**src/sv/tld_pkg.sv**
```systemverilog
// Shared types, codes and constants of the terminal line discipline.
// Used by the controller, the datapath, the top level and the checker.
`default_nettype none

package tld_pkg;

    localparam int LINE_DEPTH_DEF = 32;
    localparam int CFG_IDX_W      = 3;
    localparam int CFG_DATA_W     = 40;
    localparam int BYTE_W         = 8;
    localparam int KIND_W         = 3;
    localparam int OUT_DATA_W     = 16;

    localparam logic [7:0] NUL_CHAR   = 8'd0;
    localparam logic [7:0] BS_CHAR    = 8'd8;
    localparam logic [7:0] TAB_CHAR   = 8'd9;
    localparam logic [7:0] NL_CHAR    = 8'd10;
    localparam logic [7:0] SPACE_CHAR = 8'd32;
    localparam logic [7:0] CARET_CHAR = 8'd94;
    localparam logic [7:0] CTRL_OFS   = 8'd64;

    localparam logic        CANON_RST        = 1'b1;
    localparam logic        ECHO_RST         = 1'b1;
    localparam logic        SIG_RST          = 1'b1;
    localparam logic [31:0] EDIT_CHARS_RST   = 32'd168039688;
    localparam logic [39:0] SIGNAL_CHARS_RST = 40'd73334922243;

    typedef enum logic [KIND_W-1:0] {
        K_ECHO    = 3'd0,
        K_DELIVER = 3'd1,
        K_SIGNAL  = 3'd2,
        K_EOF     = 3'd3,
        K_FLOW    = 3'd4
    } t_kind;

    typedef enum logic [CFG_IDX_W-1:0] {
        CFG_CANON        = 3'd0,
        CFG_ECHO         = 3'd1,
        CFG_SIG          = 3'd2,
        CFG_EDIT_CHARS   = 3'd3,
        CFG_SIGNAL_CHARS = 3'd4
    } t_cfg_idx;

    typedef enum logic [3:0] {
        VS_CH,
        VS_CH_PLUS64,
        VS_CARET,
        VS_NEWLINE,
        VS_BACKSPACE,
        VS_ZERO,
        VS_ONE,
        VS_TWO,
        VS_RDATA
    } t_val_sel;

    typedef enum logic [3:0] {
        S_IDLE,
        S_ECHO0,
        S_ECHO1,
        S_ECHO2,
        S_SIG,
        S_CANON,
        S_KILL,
        S_STORE,
        S_REL0,
        S_REL,
        S_DONE
    } t_state;

    // Commands from controller to datapath. Side effects that go with an
    // emit take place only when the emit is taken.
    typedef struct packed {
        logic     load_ch;
        logic     emit;
        t_kind    kind;
        t_val_sel vsel;
        logic     set_stop;
        logic     clr_stop;
        logic     dec_count;
        logic     clr_count;
        logic     set_ch_zero;
        logic     set_ch_nl;
        logic     store;
        logic     rd_first;
        logic     rd_next;
        logic     flush;
    } t_cmd;

    typedef struct packed {
        logic echo_en;
        logic canon;
        logic sig_en;
        logic skip_sig;
        logic ctrl_echo;
        logic m_intr;
        logic m_stop;
        logic m_start;
        logic m_susp;
        logic m_quit;
        logic m_erase;
        logic m_kill;
        logic m_eof;
        logic m_eol;
        logic count_zero;
        logic count_one;
        logic rel_now;
        logic rd_zero;
        logic rd_nl;
        logic idx_last;
        logic emit_ok;
        logic flush_ok;
    } t_status;

endpackage

`default_nettype wire

```
**src/sv/tld_ctrl.sv**
```systemverilog
// Sequencer of the terminal line discipline: walks one received byte
// through echo, signal, edit and release steps. Depends on tld_pkg.
`default_nettype none

module tld_ctrl
    import tld_pkg::*;
(
    input  wire     i_clk,
    input  wire     i_rst_n,
    input  wire     i_s_valid,
    output logic    o_s_ready,
    input  t_status i_status,
    output t_cmd    o_cmd
);

    t_state r_state;
    t_state n_state;

    always_ff @(posedge i_clk) begin
        if (!i_rst_n) begin
            r_state <= S_IDLE;
        end else begin
            r_state <= n_state;
        end
    end

    always_comb begin
        n_state   = r_state;
        o_cmd     = '0;
        o_s_ready = 1'b0;
        unique case (r_state)
            S_IDLE: begin
                o_s_ready = 1'b1;
                if (i_s_valid) begin
                    o_cmd.load_ch = 1'b1;
                    n_state       = S_ECHO0;
                end
            end
            S_ECHO0: begin
                if (i_status.echo_en && !i_status.skip_sig) begin
                    o_cmd.emit = 1'b1;
                    o_cmd.kind = K_ECHO;
                    if (i_status.ctrl_echo) begin
                        o_cmd.vsel = VS_CARET;
                        if (i_status.emit_ok) n_state = S_ECHO1;
                    end else begin
                        o_cmd.vsel = VS_CH;
                        if (i_status.emit_ok) n_state = S_SIG;
                    end
                end else begin
                    n_state = S_SIG;
                end
            end
            S_ECHO1: begin
                o_cmd.emit = 1'b1;
                o_cmd.kind = K_ECHO;
                o_cmd.vsel = VS_CH_PLUS64;
                if (i_status.emit_ok) n_state = S_ECHO2;
            end
            S_ECHO2: begin
                o_cmd.emit = 1'b1;
                o_cmd.kind = K_ECHO;
                o_cmd.vsel = VS_NEWLINE;
                if (i_status.emit_ok) n_state = S_SIG;
            end
            S_SIG: begin
                if (i_status.sig_en && !i_status.skip_sig &&
                    (i_status.m_intr || i_status.m_stop || i_status.m_start ||
                     i_status.m_susp || i_status.m_quit)) begin
                    o_cmd.emit = 1'b1;
                    if (i_status.m_intr) begin
                        o_cmd.kind = K_SIGNAL;
                        o_cmd.vsel = VS_ZERO;
                    end else if (i_status.m_stop) begin
                        o_cmd.kind     = K_FLOW;
                        o_cmd.vsel     = VS_ZERO;
                        o_cmd.set_stop = 1'b1;
                    end else if (i_status.m_start) begin
                        o_cmd.kind     = K_FLOW;
                        o_cmd.vsel     = VS_ZERO;
                        o_cmd.clr_stop = 1'b1;
                    end else if (i_status.m_susp) begin
                        o_cmd.kind = K_SIGNAL;
                        o_cmd.vsel = VS_ONE;
                    end else begin
                        o_cmd.kind = K_SIGNAL;
                        o_cmd.vsel = VS_TWO;
                    end
                    if (i_status.emit_ok) n_state = S_DONE;
                end else if (i_status.canon) begin
                    n_state = S_CANON;
                end else begin
                    o_cmd.emit = 1'b1;
                    o_cmd.kind = K_DELIVER;
                    o_cmd.vsel = VS_CH;
                    if (i_status.emit_ok) n_state = S_DONE;
                end
            end
            S_CANON: begin
                if (i_status.m_erase) begin
                    if (i_status.count_zero) begin
                        n_state = S_DONE;
                    end else begin
                        o_cmd.emit      = 1'b1;
                        o_cmd.kind      = K_ECHO;
                        o_cmd.vsel      = VS_CH;
                        o_cmd.dec_count = 1'b1;
                        if (i_status.emit_ok) n_state = S_DONE;
                    end
                end else if (i_status.m_kill) begin
                    n_state = i_status.count_zero ? S_DONE : S_KILL;
                end else if (i_status.m_eof) begin
                    o_cmd.set_ch_zero = 1'b1;
                    n_state           = S_STORE;
                end else if (i_status.m_eol) begin
                    o_cmd.emit      = 1'b1;
                    o_cmd.kind      = K_ECHO;
                    o_cmd.vsel      = VS_NEWLINE;
                    o_cmd.set_ch_nl = 1'b1;
                    if (i_status.emit_ok) n_state = S_STORE;
                end else begin
                    n_state = S_STORE;
                end
            end
            S_KILL: begin
                o_cmd.emit      = 1'b1;
                o_cmd.kind      = K_ECHO;
                o_cmd.vsel      = VS_BACKSPACE;
                o_cmd.dec_count = 1'b1;
                if (i_status.emit_ok && i_status.count_one) n_state = S_DONE;
            end
            S_STORE: begin
                o_cmd.store = 1'b1;
                n_state     = i_status.rel_now ? S_REL0 : S_DONE;
            end
            S_REL0: begin
                o_cmd.rd_first = 1'b1;
                n_state        = S_REL;
            end
            S_REL: begin
                o_cmd.emit = 1'b1;
                if (i_status.rd_zero) begin
                    o_cmd.kind      = K_EOF;
                    o_cmd.vsel      = VS_ZERO;
                    o_cmd.clr_count = 1'b1;
                    if (i_status.emit_ok) n_state = S_DONE;
                end else begin
                    o_cmd.kind = K_DELIVER;
                    o_cmd.vsel = VS_RDATA;
                    if (i_status.rd_nl || i_status.idx_last) begin
                        o_cmd.clr_count = 1'b1;
                        if (i_status.emit_ok) n_state = S_DONE;
                    end else begin
                        o_cmd.rd_next = 1'b1;
                    end
                end
            end
            S_DONE: begin
                o_cmd.flush = 1'b1;
                if (i_status.flush_ok) n_state = S_IDLE;
            end
            default: n_state = S_IDLE;
        endcase
    end

endmodule

`default_nettype wire

```
**src/sv/tld_datapath.sv**
```systemverilog
// Datapath of the terminal line discipline: settings, byte matchers, line
// store, result hold and output registers. Depends on tld_pkg.
`default_nettype none

module tld_datapath
    import tld_pkg::*;
#(
    parameter int LINE_DEPTH = LINE_DEPTH_DEF
) (
    input  wire                    i_clk,
    input  wire                    i_rst_n,
    input  wire                    i_cfg_valid,
    input  wire  [CFG_IDX_W-1:0]   i_cfg_index,
    input  wire  [CFG_DATA_W-1:0]  i_cfg_data,
    input  wire  [BYTE_W-1:0]      i_s_data,
    input  t_cmd                   i_cmd,
    output t_status                o_status,
    output logic                   o_m_valid,
    input  wire                    i_m_ready,
    output t_kind                  o_m_kind,
    output logic [BYTE_W-1:0]      o_m_value,
    output logic                   o_m_stopped,
    output logic                   o_m_last
);

    localparam int AW = $clog2(LINE_DEPTH);
    localparam int CW = $clog2(LINE_DEPTH + 1);

    logic        r_canon, r_echo, r_sig;
    logic [31:0] r_edit;
    logic [39:0] r_sigc;
    logic        r_stopped;
    logic [CW-1:0] r_count;
    logic [AW-1:0] r_idx;
    logic [BYTE_W-1:0] r_ch;
    logic [BYTE_W-1:0] r_rd;
    logic [BYTE_W-1:0] mem [LINE_DEPTH];

    logic        r_hold_v;
    t_kind       r_hold_kind;
    logic [BYTE_W-1:0] r_hold_val;
    logic        r_hold_stop;

    logic        out_free, emit_ok, adv, emit_fire, flush_fire, out_load, out_last;
    logic        room;
    logic [BYTE_W-1:0] val;
    logic        emit_stop;

    assign out_free   = !o_m_valid || i_m_ready;
    assign emit_ok    = !r_hold_v || out_free;
    assign adv        = !i_cmd.emit || emit_ok;
    assign emit_fire  = i_cmd.emit && emit_ok;
    assign flush_fire = i_cmd.flush && r_hold_v && out_free;
    assign out_load   = (emit_fire && r_hold_v) || flush_fire;
    assign out_last   = flush_fire;
    assign room       = r_count < CW'(LINE_DEPTH);

    // Settings write
    always_ff @(posedge i_clk) begin
        if (!i_rst_n) begin
            r_canon <= CANON_RST;
            r_echo  <= ECHO_RST;
            r_sig   <= SIG_RST;
            r_edit  <= EDIT_CHARS_RST;
            r_sigc  <= SIGNAL_CHARS_RST;
        end else if (i_cfg_valid) begin
            unique case (i_cfg_index)
                CFG_CANON:        r_canon <= i_cfg_data[0];
                CFG_ECHO:         r_echo  <= i_cfg_data[0];
                CFG_SIG:          r_sig   <= i_cfg_data[0];
                CFG_EDIT_CHARS:   r_edit  <= i_cfg_data[31:0];
                CFG_SIGNAL_CHARS: r_sigc  <= i_cfg_data;
                default: ;
            endcase
        end
    end

    // Line count and stopped flag
    always_ff @(posedge i_clk) begin
        if (!i_rst_n) begin
            r_count   <= '0;
            r_stopped <= 1'b0;
        end else begin
            if (adv) begin
                if (i_cmd.clr_count) begin
                    r_count <= '0;
                end else if (i_cmd.dec_count) begin
                    r_count <= r_count - CW'(1);
                end else if (i_cmd.store && room) begin
                    r_count <= r_count + CW'(1);
                end
            end
            if (emit_fire && i_cmd.set_stop) begin
                r_stopped <= 1'b1;
            end else if (emit_fire && i_cmd.clr_stop) begin
                r_stopped <= 1'b0;
            end
        end
    end

    // Working byte and release index
    always_ff @(posedge i_clk) begin
        if (i_cmd.load_ch) begin
            r_ch <= i_s_data;
        end else if (adv && i_cmd.set_ch_zero) begin
            r_ch <= NUL_CHAR;
        end else if (adv && i_cmd.set_ch_nl) begin
            r_ch <= NL_CHAR;
        end
        if (adv && i_cmd.rd_first) begin
            r_idx <= '0;
        end else if (adv && i_cmd.rd_next) begin
            r_idx <= r_idx + AW'(1);
        end
    end

    // Line store
    always_ff @(posedge i_clk) begin
        if (adv && i_cmd.store && room) begin
            mem[r_count[AW-1:0]] <= r_ch;
        end
        if (adv && i_cmd.rd_first) begin
            r_rd <= mem[AW'(0)];
        end else if (adv && i_cmd.rd_next) begin
            r_rd <= mem[r_idx + AW'(1)];
        end
    end

    always_comb begin
        case (i_cmd.vsel)
            VS_CH:        val = r_ch;
            VS_CH_PLUS64: val = r_ch + CTRL_OFS;
            VS_CARET:     val = CARET_CHAR;
            VS_NEWLINE:   val = NL_CHAR;
            VS_BACKSPACE: val = BS_CHAR;
            VS_ZERO:      val = 8'd0;
            VS_ONE:       val = 8'd1;
            VS_TWO:       val = 8'd2;
            VS_RDATA:     val = r_rd;
            default:      val = 8'd0;
        endcase
    end

    assign emit_stop = i_cmd.set_stop ? 1'b1 : (i_cmd.clr_stop ? 1'b0 : r_stopped);

    // Hold one result back so the last of a run can be marked
    always_ff @(posedge i_clk) begin
        if (!i_rst_n) begin
            r_hold_v <= 1'b0;
        end else if (emit_fire) begin
            r_hold_v <= 1'b1;
        end else if (flush_fire) begin
            r_hold_v <= 1'b0;
        end
    end

    always_ff @(posedge i_clk) begin
        if (emit_fire) begin
            r_hold_kind <= i_cmd.kind;
            r_hold_val  <= val;
            r_hold_stop <= emit_stop;
        end
    end

    always_ff @(posedge i_clk) begin
        if (!i_rst_n) begin
            o_m_valid <= 1'b0;
        end else if (out_load) begin
            o_m_valid <= 1'b1;
        end else if (i_m_ready) begin
            o_m_valid <= 1'b0;
        end
    end

    always_ff @(posedge i_clk) begin
        if (out_load) begin
            o_m_kind    <= r_hold_kind;
            o_m_value   <= r_hold_val;
            o_m_stopped <= r_hold_stop;
            o_m_last    <= out_last;
        end
    end

    always_comb begin
        o_status            = '0;
        o_status.echo_en    = r_echo;
        o_status.canon      = r_canon;
        o_status.sig_en     = r_sig;
        o_status.m_erase    = r_ch == r_edit[7:0];
        o_status.m_kill     = r_ch == r_edit[15:8];
        o_status.m_eof      = r_ch == r_edit[23:16];
        o_status.m_eol      = r_ch == r_edit[31:24];
        o_status.skip_sig   = r_echo && r_canon &&
                              (o_status.m_erase || o_status.m_kill ||
                               o_status.m_eof || o_status.m_eol);
        o_status.ctrl_echo  = (r_ch < SPACE_CHAR) && (r_ch != NL_CHAR) && (r_ch != TAB_CHAR);
        o_status.m_intr     = r_ch == r_sigc[7:0];
        o_status.m_quit     = r_ch == r_sigc[15:8];
        o_status.m_susp     = r_ch == r_sigc[23:16];
        o_status.m_stop     = r_ch == r_sigc[31:24];
        o_status.m_start    = r_ch == r_sigc[39:32];
        o_status.count_zero = r_count == '0;
        o_status.count_one  = r_count == CW'(1);
        o_status.rel_now    = (r_ch == NUL_CHAR) || (r_ch == NL_CHAR) ||
                              (r_count >= CW'(LINE_DEPTH - 1));
        o_status.rd_zero    = r_rd == NUL_CHAR;
        o_status.rd_nl      = r_rd == NL_CHAR;
        o_status.idx_last   = (CW'(r_idx) + CW'(1)) >= r_count;
        o_status.emit_ok    = emit_ok;
        o_status.flush_ok   = !r_hold_v || out_free;
    end

endmodule

`default_nettype wire

```
**src/sv/terminal_line_discipline.sv**
```systemverilog
// Terminal line discipline top level: sequencer plus datapath.
// Depends on tld_pkg, tld_ctrl and tld_datapath.
//
// Usage: received bytes come in on the slave stream (s_tdata = the byte).
// Each byte yields a run of zero or more results on the master stream; the
// last result of a run carries tlast. tuser holds the result kind (echo,
// delivery, signal, end of file, flow change); tdata holds the value byte
// and, above it, the output-stopped flag. Settings are written through the
// cfg channel (index 0 canonical mode, 1 echo, 2 signals, 3 edit bytes,
// 4 signal bytes), which is always ready and should be used only when idle.
// A byte is taken only while the sequencer is idle, so bytes are handled one
// at a time. A kill echoes one backspace per stored byte, and a line release
// delivers each stored byte in turn (line store read port, one entry per
// cycle while the receiver does not stall).
// Reset (synchronous, active low) restores the default settings, empties
// the line and clears the stopped flag. When the receiver stalls, the
// current result holds in the output register and the sequencer waits.
`default_nettype none

module terminal_line_discipline
    import tld_pkg::*;
#(
    parameter int LINE_DEPTH = LINE_DEPTH_DEF
) (
    input  wire                    i_clk,
    input  wire                    i_rst_n,
    // slave stream
    input  wire                    i_s_tvalid,
    output logic                   o_s_tready,
    input  wire  [BYTE_W-1:0]      i_s_tdata,   // [7:0] received_byte
    // master stream
    output logic                   o_m_tvalid,
    input  wire                    i_m_tready,
    output logic [OUT_DATA_W-1:0]  o_m_tdata,   // [7:0] value, [8] stopped, rest zero
    output logic [KIND_W-1:0]      o_m_tuser,   // [2:0] kind
    output logic                   o_m_tlast,
    // settings write channel
    input  wire                    i_cfg_valid,
    output logic                   o_cfg_ready,
    input  wire  [CFG_IDX_W-1:0]   i_cfg_index,
    input  wire  [CFG_DATA_W-1:0]  i_cfg_data
);

    t_cmd              cmd;
    t_status           status;
    t_kind             m_kind;
    logic [BYTE_W-1:0] m_value;
    logic              m_stopped;

    // Settings are plain registers; take a write every cycle.
    assign o_cfg_ready = 1'b1;

    tld_ctrl u_ctrl (
        .i_clk     (i_clk),
        .i_rst_n   (i_rst_n),
        .i_s_valid (i_s_tvalid),
        .o_s_ready (o_s_tready),
        .i_status  (status),
        .o_cmd     (cmd)
    );

    tld_datapath #(
        .LINE_DEPTH (LINE_DEPTH)
    ) u_datapath (
        .i_clk       (i_clk),
        .i_rst_n     (i_rst_n),
        .i_cfg_valid (i_cfg_valid),
        .i_cfg_index (i_cfg_index),
        .i_cfg_data  (i_cfg_data),
        .i_s_data    (i_s_tdata),
        .i_cmd       (cmd),
        .o_status    (status),
        .o_m_valid   (o_m_tvalid),
        .i_m_ready   (i_m_tready),
        .o_m_kind    (m_kind),
        .o_m_value   (m_value),
        .o_m_stopped (m_stopped),
        .o_m_last    (o_m_tlast)
    );

    // Pack value and stopped flag; pad to whole bytes.
    assign o_m_tdata = {{(OUT_DATA_W - BYTE_W - 1){1'b0}}, m_stopped, m_value};
    assign o_m_tuser = m_kind;

endmodule

`default_nettype wire

```
**config.mk**
```make
export PLATFORM = sky130hd
export DESIGN_NAME = terminal_line_discipline
export DESIGN_NICKNAME = d
export VERILOG_FILES = /design/src/sv/tld_pkg.sv /design/src/sv/tld_ctrl.sv /design/src/sv/tld_datapath.sv /design/src/sv/terminal_line_discipline.sv
export SDC_FILE = /design/constraint.sdc
export NUM_CORES = 1
export LEC_CHECK = 0
export BUFFER_PORTS_ARGS = -buffer_cell sky130_fd_sc_hd__buf_4
export CORE_AREA = 2 2 189 154
export CTS_CLUSTER_SIZE = 16
export DETAILED_ROUTE_END_ITERATION = 8
export DIE_AREA = 0 0 191 156
export HOLD_SLACK_MARGIN = 0.15
export PLACE_DENSITY_LB_ADDON = 0.1
export SLEW_MARGIN = 20
export SYNTH_ARGS = -nofsm -noshare
export SYNTH_HDL_FRONTEND = slang
export SYNTH_SLANG_ARGS = --single-unit
```
**constraint.sdc**
```tcl
create_clock -name i_clk -period 9.1 [get_ports i_clk]
set_input_delay 1.365 -clock i_clk [delete_from_list [all_inputs] [get_ports i_clk]]
set_output_delay 1.365 -clock i_clk [all_outputs]
set_load 0.01 [all_outputs]
```
* Yosys cells after proc, flatten, opt, wreduce, memory -nomap -nowiden
Memory sizes are Yosys's and may differ from the RTL's. Cells that the tools add are included.
Cells by class: add/subtract/negate cells 5, $lt $le $gt $ge 4, equality and inequality tests 42, mux-type cells 82, reductions and logical operators 58
Operators by type and width (number):
- 8-bit two-way mux | 13
- 4-bit two-way mux | 20
- 8-bit == test | 9
- 8-bit case mux with 8 select lines | 1
- 8-bit case mux with 7 select lines | 1
- 4-bit case mux with 11 select lines | 1
- 1-bit two-way mux | 30
- 4-bit by 3-bit == test with 1-bit output, second input constant | 7
- 6-bit two-way mux | 4
- 1-bit logical AND | 21
- 7-bit two-way mux | 3
- 4-bit by 2-bit == test with 1-bit output, second input constant | 4
- 4-bit == test, second input constant | 4
- 8-bit by 4-bit == test with 1-bit output, second input constant | 2
- 8-bit logical NOT | 2
- 2-bit two-way mux | 8
- 8-bit by 4-bit != test with 1-bit output, second input constant | 2
- 1-bit logical OR | 14
- 2-bit AND reduction | 6
- 8-bit by 7-bit adder with 8-bit output, second input constant | 1
- 4-bit by 1-bit == test with 1-bit output, second input constant | 2
- 4-bit logical NOT | 2
- 8-bit by 6-bit < comparator with 1-bit output, second input constant | 1
- 2-bit nonzero test | 4
- other kinds (22) | 29
Storage, ports and cells: bits in registers 134, bits in writable memories 256, input port bits 56, output and inout bits 23, word-level logic and storage cells 212, memories kept 1
Memories:
- u_datapath.mem | words 32, width 8, read ports 2, clocked after memory_dff 0, wr ports 1, RTL line tld_datapath.sv:37 | logic [BYTE_W-1:0] mem [LINE_DEPTH];

* Longest topological paths before layout
word-level depth 16, gate-level depth with buffers 16, depth with buffers taken out 14

* Hierarchy
Synthesis repeated with hierarchy kept, for this count alone.
Unflattened totals: cell total of the unflattened synthesis 1283, area total of the unflattened synthesis 17122.7 µm²
By module, submodules not included:
- tld_datapath | times used 1, cells each 1160, area each 16253.1 µm², sequential area each 10700.3 µm²
- tld_ctrl | times used 1, cells each 112, area each 794.5 µm², sequential area each 80.1 µm²
- terminal_line_discipline | times used 1, cells each 11, area each 75.1 µm², sequential area each 0.0 µm²

* Worst setup path before layout
No wires, ideal clock.
kind flip-flop to flip-flop, start register u_datapath.r_ch[2], end register u_datapath.o_m_kind[0] (enable), setup time 0.352 ns, arrival time 3.504 ns, required time 8.748 ns, setup slack 5.244 ns, cell stages (with the launch flop) 10, buffers on the path 1, period minus slack after synthesis 3.856 ns, cells stage by stage edfxtp_1 -> buf_4 -> xor2_1 -> nor4_1 -> and2_1 -> o41a_1 -> a221oi_4 -> o21ai_1 -> a21oi_1 -> a21o_1
Between the ends: cells in the longest elaborated chain, start to end 13, elaborated cells on any way between the ends 31, classes of those cells eq/ne (9); mux (7); reduce/logical (15)
RTL lines:
- start, declared | RTL line tld_datapath.sv:35 | logic [BYTE_W-1:0] r_ch;
- start signal, assigned | RTL line tld_datapath.sv:104 | r_ch <= i_s_data;
- 8-bit == test, on equally long branches | RTL line tld_datapath.sv:189, tld_datapath.sv:190
- 1-bit logical OR (2 in a row) | RTL line tld_datapath.sv:194 | (o_status.m_erase || o_status.m_kill ||
- 1-bit logical OR | RTL line tld_datapath.sv:195 | o_status.m_eof || o_status.m_eol);
- 1-bit logical AND | RTL line tld_datapath.sv:193 | o_status.skip_sig = r_echo && r_canon &&
- 1-bit logical NOT | RTL line tld_ctrl.sv:40, tld_ctrl.sv:67
- 1-bit logical AND (2 in a row) | RTL line tld_ctrl.sv:67 | if (i_status.sig_en && !i_status.skip_sig &&
- 8-bit two-way mux | RTL line tld_ctrl.sv:67
- 8-bit case mux with 7 select lines (*) | RTL line tld_ctrl.sv:31 | unique case (r_state)
- 1-bit logical AND (*) | RTL line tld_datapath.sv:52 | assign emit_fire = i_cmd.emit && emit_ok;
- named net u_datapath.emit_fire | RTL line tld_datapath.sv:44 | logic out_free, emit_ok, adv, emit_fire, flush_fire, out_load, out_last;
- 1-bit logical AND (*) | RTL line tld_datapath.sv:54 | assign out_load = (emit_fire && r_hold_v) || flush_fire;
- 1-bit logical OR (*) | RTL line tld_datapath.sv:54
- named net u_datapath.out_load | RTL line tld_datapath.sv:44
- end signal, assigned | RTL line tld_datapath.sv:177 | o_m_kind <= r_hold_kind;
- end, declared | RTL line tld_datapath.sv:20 | output t_kind o_m_kind,
The timed path passes the listed nets; every way through them passes the cells marked *. A chain may end at the register's enable or synchronous reset.

* Worst setup path in the final report
start register u_datapath.r_ch[5], end register u_datapath.o_m_value[0] (enable)
Between the ends: cells in the longest elaborated chain, start to end 13, elaborated cells on any way between the ends 31, classes of those cells eq/ne (9); mux (7); reduce/logical (15)
RTL lines:
- 8-bit == test, on equally long branches | RTL line tld_datapath.sv:189, tld_datapath.sv:190
- 1-bit logical OR (2 in a row) | RTL line tld_datapath.sv:194
- 1-bit logical OR | RTL line tld_datapath.sv:195
- 1-bit logical AND | RTL line tld_datapath.sv:193
- 1-bit logical NOT | RTL line tld_ctrl.sv:40, tld_ctrl.sv:67
- 1-bit logical AND (2 in a row) | RTL line tld_ctrl.sv:67
- 8-bit two-way mux | RTL line tld_ctrl.sv:67
- 8-bit case mux with 7 select lines (*) | RTL line tld_ctrl.sv:31
- 1-bit logical AND (*) | RTL line tld_datapath.sv:52
- named net u_datapath.emit_fire | RTL line tld_datapath.sv:44
- 1-bit logical AND (*) | RTL line tld_datapath.sv:54
- 1-bit logical OR (*) | RTL line tld_datapath.sv:54
- named net u_datapath.out_load | RTL line tld_datapath.sv:44
- end signal, assigned | RTL line tld_datapath.sv:178 | o_m_value <= r_hold_val;
- end, declared | RTL line tld_datapath.sv:21 | output logic [BYTE_W-1:0] o_m_value,
Marks and branches as above.

==> summary.txt <==
Outcome
  • Status: complete, no violations

Setup path
  • WS Path Type: flip-flop to flip-flop
  • CP endpoint kind: flip-flop
  • Critical Path RT: 9270 ps
  • Slowest CP cell: edfxtp_1
  • Critical Path, Cell by Cell: buf_4 > xor2_1 > nor4_1 > and2_1 > o41a_1 > a221oi_4 > o21ai_1 > a21oi_1 > buf_4 > a21o_1
  • Crit-path max cell delay: 890 ps
  • Buf+Inv Stages, Crit Path: 2
  • Critical Path Fanout Max: 25
  • Most frequent CP cell: buf_4
  • Crit start category: flip-flop
  • Worst Path Arrival: 4300 ps
  • Top delay family on crit path: compound AO/OA/AOI/OAI gates

Clock network
  • Worst skew pair latency: 540 ps
  • Hold_buf cts: 0
  • CTS resizes: 0
  • Postcts setup bufs: 0
  • # H-tree levels: 2
  • Sink Count: 390
  • CTS max path bufs: 3
  • CTS tree: yes
  • Clk pin slew, worst setup/hold paths: around 60 ps
  • Root Buffer: clkbuf_16
  • Total CTS buffers: 38

Route
  • Residual DRC: 0
  • Routed len/inst: 23.5 um
  • Vias/cell: 6.14
  • ANT nets after route: 0
  • Vias: 10219
  • Drt pass-1 iters: 5
  • Routed WL: 39000 um
  • Initial drt markers: 1306

STA
  • Setup violators final: 0
  • Clock skew: 13.3 ps
  • Crit share post-route: 45.4%
  • Max Clock Freq: between 200 and 250 MHz
  • Setup TNS: 0 ps
  • Final Max Tran Viols: 0
  • Hold WS: 417 ps
  • Worst slew margin: between 30% and 40%
  • Final Hold Viols: 0
  • RSZ-0062 raised after global routing: no
  • Tightest Pin Transition: roughly 1000 ps
  • Period minus WS final: roughly 4100 ps

Floorplan
  • Die area: between 0.02 and 0.03 mm^2
  • Core box area: 0.0279 mm^2
  • Io pins: 79
  • Die Span Y: 156 um
  • Die W: 191 um
  • Standard-cell rows: 55
  • Starting Density: approximately three fifths

Yosys
  • Synth warn: 0
  • Synth area leader: edfxtp_1
  • FF+latch count, synth: 390
  • Syn Inst Count: between 1000 and 1500
  • Register area share after synthesis: 64.0%
  • Post-synth EDFFs: between 200 and 300
  • Synthesized area: 0.0168 mm^2
  • Share of the synthesized area in the top cell type: 52.9%
  • Synth Flop Type: edfxtp_1
  • Avg Inst Size Synth: 13.9 um^2
  • Synth unique cells: 69
  • Largest cells by area after synthesis: edfxtp_1 53%, dfxtp_1 11%, mux4_2 11%
  • Synth async-reset ratio: 0%

Global routing
  • Total GRT Usage: 27.3%
  • Total congestion overflow: 0
  • Vias in the first global route: 9760
  • Largest net degree at the start of global routing: 91
  • Antenna violations before repair: 0
  • First-pass GRT wire length: 59900 um

Hold path
  • Hold crit path type: flip-flop to flip-flop

Placed design
  • Post-detail-place hpwl: 24500 um
  • GPL Wtd Cong: 0.951
  • Placed instance area: 0.0176 mm^2
  • IO buf count: 70

Final layout
  • Multi-input gate area: 0.00565 mm^2
  • Inserted Diodes: 0
  • Post-route cell area: 0.0189 mm^2
  • NumNets Final: 1338
  • Share of layout cells above drive strength 1: 17.7%
  • Area growth syn-to-layout: 11.9%
  • Register area: 0.0108 mm^2
  • Fillers: 1966

Power
  • PwrDens: approximately 230 mW/mm^2
  • VDD IR-drop max: ~210 uV
  • P_leak: 6.36 nW

Job
  • Maxcap violations: 0
==> path summary, 6_finish.rpt <==
path / startpoint / end / slack [ps] / cells past startpoint
setup / recovery: u_datapath.r_ch[5]$_SDFFCE_PN0P_ / u_datapath.o_m_value[0]$_DFFE_PP_ / 4970 / 10
hold / removal: u_datapath.r_hold_val[1]$_DFFE_PP_ / u_datapath.o_m_value[1]$_DFFE_PP_ / 420 / 0
setup reg to reg: u_datapath.r_ch[5]$_SDFFCE_PN0P_ / u_datapath.o_m_value[0]$_DFFE_PP_ / 4970 / 10
hold reg to reg: u_datapath.r_hold_val[1]$_DFFE_PP_ / u_datapath.o_m_value[1]$_DFFE_PP_ / 420 / 0
==> worst reg2reg max path, delay by kind of cell, from the launching register on <==
| family | cells | cell delay, ps |
|---|---|---|
| flip-flops | 1 | 890 |
| XOR/XNOR | 1 | 190 |
| AO/OA/AOI/OAI | 5 | 1700 |
| AND/OR/NAND/NOR | 2 | 250 |
| buffers and inverters | 2 | 730 |
==> report_power, final <==
group	switching, W	internal [W]	leakage [nW]	total [W]
combinational	0.000440	0.000210	2.33	0.000650
clock	0.000659	0.000903	0.595	0.00156
sequential	0.0000673	0.00213	3.44	0.00220
==> cell usage in the layout, fill, tap and decap left out, types with 5 or more instances in the layout <==
| master | Yosys | routed |
|---|---|---|
| clkbuf_1 | 42 | 8 |
| and2_1 | 8 | 8 |
| inv_1 | 19 | 19 |
| nor3_1 | 8 | 8 |
| o211ai_1 | 5 | 5 |
| nand3_1 | 46 | 46 |
| and3_1 | 12 | 12 |
| clkbuf_16 | 0 | 39 |
| buf_4 | 13 | 89 |
| conb_1 | 2 | 8 |
| nor2b_1 | 5 | 5 |
| ha_1 | 13 | 12 |
| clkinv_1 | 0 | 6 |
| a22o_1 | 5 | 5 |
| nand2_1 | 198 | 198 |
| xnor2_1 | 26 | 25 |
| o21ai_0 | 20 | 20 |
| mux4_2 | 80 | 80 |
| mux2i_1 | 13 | 13 |
| o21ai_1 | 12 | 12 |
| a21oi_1 | 9 | 9 |
| nor4_1 | 19 | 18 |
| nand2b_1 | 8 | 8 |
| edfxtp_1 | 297 | 297 |
| nand4_1 | 7 | 7 |
| a21boi_0 | 53 | 53 |
| a21o_1 | 6 | 6 |
| xor2_1 | 54 | 54 |
| dfxtp_1 | 93 | 92 |
| nor2_1 | 61 | 61 |
==> Yosys cell counts, types with 9 or more instances <==
| cell | number |
|---|---|
| nor2_1 | 61 |
| ha_1 | 13 |
| mux4_2 | 80 |
| inv_1 | 19 |
| dfxtp_1 | 93 |
| nor4_1 | 19 |
| a21oi_1 | 9 |
| buf_4 | 13 |
| mux2i_1 | 13 |
| o21ai_1 | 12 |
| a21boi_0 | 53 |
| xor2_1 | 54 |
| nand2_1 | 198 |
| o21ai_0 | 20 |
| clkbuf_1 | 42 |
| nand3_1 | 46 |
| and3_1 | 12 |
| buf_2 | 10 |
| xnor2_1 | 26 |
| edfxtp_1 | 297 |
==> stage by stage <==
stage	instances	setup slack [ps]	power, W	utilization (%)
floorplan	1215	5240	0.00264	-
CTS	1664	4970	0.00443	67.6
finish	1664	4970	0.00441	67.6
global route	1664	4650	0.00457	67.6
detailed placement	1599	4940	0.00288	63.3
global placement	1599	5090	0.00287	63.3
==> state kept, by name, summed over array words and instances (netlist names), 3 cells and up <==
| register | count |
|---|---|
| u_ctrl.r_state | 4 |
| u_datapath.mem | 256 |
| u_datapath.o_m_kind | 3 |
| u_datapath.o_m_value | 8 |
| u_datapath.r_ch | 8 |
| u_datapath.r_count | 6 |
| u_datapath.r_edit | 32 |
| u_datapath.r_hold_kind | 3 |
| u_datapath.r_hold_val | 8 |
| u_datapath.r_idx | 5 |
| u_datapath.r_rd | 8 |
| u_datapath.r_sigc | 40 |
==> cells by family after synthesis <==
group / synth area share, %
and+or+nand+nor: 10.4
DFF: 64.0
AOI/OAI and AO/OA: 6.16
buffers and inverters: 2.70
muxes: 11.5
xor gates and xnor gates: 4.16
adders and majority gates: 0.966
other: 0.0446
==> area by class of cell <==
| type | instances | share of cell area, % |
|---|---|---|
| clock buffers | 47 | 5.34 |
| clock inverters | 18 | 1.11 |
| repair buffers | 89 | 3.54 |
| multi-input cells | 730 | 30.0 |
| inverters | 20 | 0.398 |
| well taps | 370 | 2.46 |
| flip-flops and latches | 390 | 57.2 |
==> per-layer routing <==
layer / global-route usage [%] / wire [um]
met1: 42.5 / 17400
met2: 39.3 / 16900
met3: 6.39 / 3910
met4: 6.16 / 750
met5: 0 / 0
Power figures use the tool's default switching activity.
